**src/design/tpu_pkg.sv**
```systemverilog
// ----------------------------------------------------------------------------
// Toroidal position unit package
// Shared constants, request and result types and small helpers for the
// wrapping-world position pipeline.
// ----------------------------------------------------------------------------
`default_nettype none

package tpu_pkg;

    // Fixed-point format and field widths.
    localparam int FRAC_BITS = 16;
    localparam int COORD_W   = 32;
    localparam int UNIT_W    = 16;
    localparam int CFG_IDX_W = 2;

    // Register indexes of the configuration port.
    localparam logic [CFG_IDX_W-1:0] CFG_WIDTH  = CFG_IDX_W'(0);
    localparam logic [CFG_IDX_W-1:0] CFG_HEIGHT = CFG_IDX_W'(1);

    // World size after reset, in whole units.
    localparam int SIZE_RST = 100;

    // Signed sum or difference of two coordinates before wrapping.
    localparam int WRAP_W  = COORD_W + 2;
    localparam int INT_W   = WRAP_W - FRAC_BITS;
    localparam int REM_LAT = INT_W + 2;

    // Square root of the sum of two squared offsets.
    localparam int PROD_W   = 2 * COORD_W;
    localparam int RAD_W    = PROD_W + 2;
    localparam int ROOT_W   = RAD_W / 2;
    localparam int ROOT_LAT = ROOT_W + 1;

    // Scaled step: product of offset and speed divided by distance.
    localparam int QUO_W   = COORD_W;
    localparam int DEN_W   = ROOT_W;
    localparam int DIV_LAT = QUO_W + 1;

    // Registers from the accepting edge to the result register.
    localparam int PIPE_REGS = 1 + REM_LAT + 3 + ROOT_LAT + DIV_LAT + REM_LAT + 1;

    typedef enum logic [1:0] {
        OP_DIST   = 2'd0,
        OP_TOWARD = 2'd1,
        OP_AWAY   = 2'd2,
        OP_STEP   = 2'd3
    } t_op;

    typedef struct packed {
        t_op                       op;
        logic [COORD_W-1:0]        pos_x;
        logic [COORD_W-1:0]        pos_y;
        logic [COORD_W-1:0]        other_x;
        logic [COORD_W-1:0]        other_y;
        logic signed [COORD_W-1:0] step_x;
        logic signed [COORD_W-1:0] step_y;
        logic [COORD_W-1:0]        speed;
    } t_req;

    typedef struct packed {
        logic [COORD_W-1:0] new_x;
        logic [COORD_W-1:0] new_y;
        logic [COORD_W-1:0] dist_res;
        logic               moved;
    } t_res;

    // A zero-sized axis behaves as one unit wide.
    function automatic logic [UNIT_W-1:0] eff_units(input logic [UNIT_W-1:0] u);
        return (u == '0) ? UNIT_W'(1) : u;
    endfunction

    // Axis size in fixed point.
    function automatic logic [COORD_W-1:0] axis_size(input logic [UNIT_W-1:0] u);
        return COORD_W'({eff_units(u), {FRAC_BITS{1'b0}}});
    endfunction

endpackage

`default_nettype wire

```
**src/design/tpu_rem.sv**
```systemverilog
// ----------------------------------------------------------------------------
// Wrap pipeline
// Reduces a signed fixed-point value into the range 0 up to but not including size, one
// integer bit per stage by restoring remainder against the unit count.
// ----------------------------------------------------------------------------
`default_nettype none

module tpu_rem (
    input  logic                               i_clk,
    input  logic                               i_rst_n,
    input  logic                               i_vld,
    input  logic signed [tpu_pkg::WRAP_W-1:0]  i_val,
    input  logic [tpu_pkg::UNIT_W-1:0]         i_units,
    output logic                               o_vld,
    output logic [tpu_pkg::COORD_W-1:0]        o_val
);
    import tpu_pkg::*;

    logic signed [INT_W-1:0] w_int;
    logic [INT_W-1:0]        w_mag;
    logic [UNIT_W-1:0]       w_units;
    logic [UNIT_W-1:0]       w_fix;

    logic                    r_vld  [0:INT_W];
    logic [INT_W-1:0]        r_mag  [0:INT_W];
    logic [UNIT_W-1:0]       r_rem  [0:INT_W];
    logic                    r_neg  [0:INT_W];
    logic [FRAC_BITS-1:0]    r_frac [0:INT_W];
    logic [UNIT_W:0]         w_trial[0:INT_W-1];
    logic [UNIT_W-1:0]       n_rem  [0:INT_W-1];
    logic                    r_out_vld;
    logic [COORD_W-1:0]      r_out;

    // The integer part is taken with floor, so the fraction stays as it is.
    assign w_int   = i_val[WRAP_W-1:FRAC_BITS];
    assign w_mag   = w_int[INT_W-1] ? INT_W'(-w_int) : INT_W'(w_int);
    assign w_units = eff_units(i_units);

    // One remainder step per stage, most significant bit first.
    always_comb begin
        for (int k = 0; k < INT_W; k++) begin
            w_trial[k] = {r_rem[k], r_mag[k][INT_W-1]};
            if (w_trial[k] >= {1'b0, w_units}) begin
                n_rem[k] = UNIT_W'(w_trial[k] - {1'b0, w_units});
            end else begin
                n_rem[k] = w_trial[k][UNIT_W-1:0];
            end
        end
    end

    // A negative value with a nonzero remainder folds back from the top.
    assign w_fix = (r_neg[INT_W] && (r_rem[INT_W] != '0)) ?
                   (w_units - r_rem[INT_W]) : r_rem[INT_W];

    // Valid bits.
    always_ff @(posedge i_clk) begin
        if (!i_rst_n) begin
            for (int k = 0; k <= INT_W; k++) begin
                r_vld[k] <= 1'b0;
            end
            r_out_vld <= 1'b0;
        end else begin
            r_vld[0] <= i_vld;
            for (int k = 0; k < INT_W; k++) begin
                r_vld[k+1] <= r_vld[k];
            end
            r_out_vld <= r_vld[INT_W];
        end
    end

    // Stage data.
    always_ff @(posedge i_clk) begin
        r_mag[0]  <= w_mag;
        r_rem[0]  <= '0;
        r_neg[0]  <= w_int[INT_W-1];
        r_frac[0] <= i_val[FRAC_BITS-1:0];
        for (int k = 0; k < INT_W; k++) begin
            r_mag[k+1]  <= r_mag[k] << 1;
            r_rem[k+1]  <= n_rem[k];
            r_neg[k+1]  <= r_neg[k];
            r_frac[k+1] <= r_frac[k];
        end
        r_out <= COORD_W'({w_fix, r_frac[INT_W]});
    end

    assign o_vld = r_out_vld;
    assign o_val = r_out;

endmodule

`default_nettype wire

```
**config.mk**
```make
export PLATFORM = sky130hd
export DESIGN_NAME = tpu_rem
export DESIGN_NICKNAME = d
export VERILOG_FILES = /design/src/design/tpu_pkg.sv /design/src/design/tpu_rem.sv
export SDC_FILE = /design/constraint.sdc
export NUM_CORES = 1
export LEC_CHECK = 0
export BUFFER_PORTS_ARGS = -buffer_cell sky130_fd_sc_hd__buf_2
export CAP_MARGIN = 0
export CORE_UTILIZATION = 40
export CTS_BUF_LIST = sky130_fd_sc_hd__clkbuf_16
export DETAILED_ROUTE_END_ITERATION = 12
export PLACE_DENSITY = 0.53
export SKIP_CTS_REPAIR_TIMING = 1
export SLEW_MARGIN = 10
export SYNTH_ARGS = -nofsm -noshare
export SYNTH_HDL_FRONTEND = slang
export SYNTH_SLANG_ARGS = --single-unit
```
**constraint.sdc**
```tcl
create_clock -name i_clk -period 6.85 [get_ports i_clk]
set_clock_uncertainty 0.05 [all_clocks]
set_input_delay 1.37 -clock i_clk [delete_from_list [all_inputs] [get_ports i_clk]]
set_output_delay 1.37 -clock i_clk [all_outputs]
set_load 0.02 [all_outputs]
```
==> run metrics <==
I/O Buffers=85; DRC violations left=0; clk_lat worst skew=0.63 ns; xor/xnor share of the synthesized area=6.00%; post-synthesis adder-cell area fraction=11.9%; Leak=17.0 nW; Worst Path Required=7.31 ns; max-slew violation count=0; worst-path maximum fanout=3; Die W=291 um; initial antenna violation count=0; crit path kind=input port to flop; Clock Tree Buf Depth=3; CP Capture Type=flop; first drt pass iteration count=5; count of final setup violators=0; mux contribution to synthesized area=7.03%; root buf cell=clkbuf_16; routed len/inst=17.1 um; diode count=0; DR iter-0 viols=1144; CTS HTree Levels=3; register bit total from synthesis=834; global-route wire length before repair=120000 um; DIE HEIGHT=291 um; post-synth top area share=50.0%; synthesized net count=3492; post-synthesis sequential area ratio=50.0%; largest net degree at the start of global routing=33; Yosys Warn Count=0; dominant cells by area after synthesis=dfxtp_1 50%, ha_1 11%, mux2_2 6.0%; Layout Utilization=46.3%; std cell rows=105; Least-Margin Pin Slew=1.09 ns; Layout Nets=3639; final worst slack=1.46 ns; Post-DRT Antenna Nets=0; total CTS buffers=87; RSZ-0062 raised after global routing=no; total number of vias=22.8k; GRT overflow=0; Worst-path clk slew=0.06 ns; area delta synth->final=14.2%; cell taking the most area after synthesis=dfxtp_1; status=complete, no violations; Cell Area, Synth=0.0334 mm2; Initial Utilization=40.6%; final wirelength=75400 um; detailed-placement wirelength estimate=55200 um; fraction of registers with async set/reset=0%; number of global-route vias before repair=22.6k; Cell Area, Placed=0.0352 mm2; CTS tree=yes; Final Hold Viols=0; Setup WS pre-CTS=0.800 ns; max_cap viols=0; die area=0.0847 mm2; fin crit share=78.6%; type of the worst min-delay path=flop to flop; setup_tns=0 ns; pwr dens=382 mW/mm2; main combinational cell family by area after synthesis=compound AO/OA/AOI/OAI gates; Synth Flop Type=dfxtp_1; Worst IR Drop VDD=0.189 mV; Total GRT Usage=17.7%; distinct cell type count after synthesis=73; crit start category=input port; layout cells sized above 1=13.9%; Worst Path Arrival=5.84 ns; Syn Area/Cell=10.7 um2; compound-cell area share of the yosys netlist=12.9%; simple-gate portion of the synthesized area=10.1%; fmax=0.186 GHz; finished layout cell area=0.0381 mm2; Pwr Total=14.6 mW; io pins=86; number of flops mapped to enable cells by yosys=0; Mapped Cells=3131; clock sink count=834; via-per-instance ratio=5.15; total core area=0.0824 mm2; Slew headroom=26.9%; final RePlAce weighted congestion=0.899; min cycle time layout=5.39 ns
[logic make-up (layout without fill, tap and decap cells)]
logic type	Yosys count	count (layout)
flip-flops	834	834
AND/OR/NAND/NOR	692	692
AO/OA/AOI/OAI	686	686
adder cells (fa/ha/maj)	308	308
XOR/XNOR	229	229
multiplexers	208	208
buffers and inverters	174	392
[cell usage after synthesis (7+ instances only)]
| library cell | number |
|---|---|
| buf_2 | 7 |
| o21ai_0 | 192 |
| or3_1 | 16 |
| mux2i_1 | 21 |
| fa_1 | 18 |
| a211o_1 | 15 |
| a211oi_1 | 24 |
| mux2_2 | 178 |
| o21a_1 | 29 |
| and2_1 | 24 |
| clkbuf_1 | 42 |
| nand2_1 | 191 |
| nor2b_1 | 25 |
| buf_1 | 8 |
| o211ai_1 | 15 |
| inv_1 | 113 |
| or2_2 | 16 |
| o21bai_1 | 21 |
| nor4_1 | 23 |
| a21boi_0 | 8 |
| o31a_1 | 7 |
| nand2b_1 | 35 |
| and3_1 | 11 |
| a31oi_1 | 17 |
| nor2_1 | 158 |
| xnor2_1 | 137 |
| mux2_4 | 9 |
| a21o_1 | 75 |
| dfxtp_1 | 834 |
| ha_1 | 290 |
| o31ai_1 | 14 |
| a31o_2 | 11 |
| xor2_1 | 92 |
| nand4_1 | 46 |
| a21oi_1 | 197 |
| nor3_1 | 55 |
| nand3_1 | 63 |
[worst max-delay path, cell delays in order]
cell and delay [ns]:
buf_2 0.12, nor4_1 0.35, buf_4 0.20, nand3_1 0.28, nor4_1 0.33, or2_2 0.23
ha_1 0.20, inv_1 0.06, fa_1 0.40, a21o_1 0.19, a2111oi_0 0.68, o21ai_0 0.25
a21o_1 0.25, a211oi_1 0.39, o2bb2ai_1 0.19, xnor2_1 0.08, mux2_2 0.25
[state kept, by name, summed over array words and instances (netlist names)]
register,flops
r_frac,304
r_rem,288
r_mag,171
o_val,32
r_neg,19
r_vld,19
o_vld,1
[metal layers]
layer | global-route usage (%) | vias to the layer above | wire [um] | share of wire (%)
met5 | 0 | - | 0 | 0
met4 | 5.46 | 0 | 2000 | 2.7
met3 | 2.74 | 131 | 3040 | 4.0
met2 | 30.6 | 456 | 35900 | 48
met1 | 22.6 | 10700 | 34500 | 46
li1 | - | 11400 | - | -
[power by group]
| part | internal [mW] | switching, mW |
|---|---|---|
| registers | 5.49 | 0.345 |
| logic | 1.90 | 2.13 |
| clock network | 2.82 | 1.90 |
[cell type report]
cell class	instances	area, um2
multi-input cells	2123	16100
inverters	113	424
clock buffers	89	2230
flip-flops and latches	834	16700
clock inverters	71	689
fillers	7627	44200
repair buffers	119	681
well taps	1070	1340
[stage by stage]
step                      instances  hold WS [ns]
after global placement         4259         0.260
after floorplan                3131         0.260
after detailed placement       4259         0.262
after global routing           4419         0.267
final                          4419         0.265
after CTS                      4419         0.254
[path summary, 6_finish.rpt]
| path | start | to | slack (ns) | cells past startpoint |
|---|---|---|---|---|
| setup / recovery | i_units[13] | r_rem[6][14]$_DFF_P_ | 1.46 | 17 |
| hold / removal | r_mag[15][15]$_DFF_P_ | r_mag[16][16]$_DFF_P_ | 0.26 | 0 |
| setup reg to reg | r_mag[5][17]$_DFF_P_ | r_rem[6][14]$_DFF_P_ | 3.35 | 12 |
| hold reg to reg | r_mag[15][15]$_DFF_P_ | r_mag[16][16]$_DFF_P_ | 0.26 | 0 |
[layout by cell type (no fill, tap or decap), types with 46 or more instances in the layout]
cell       count
a21o_1        75
a21oi_1      197
buf_2         85
clkbuf_16     89
dfxtp_1      834
ha_1         290
inv_1        126
mux2_2       178
nand2_1      191
nand3_1       63
nand4_1       46
nor2_1       158
nor3_1        54
o21ai_0      192
xnor2_1      137
xor2_1        92
No activity file was read; power rests on OpenSTA's default activity.
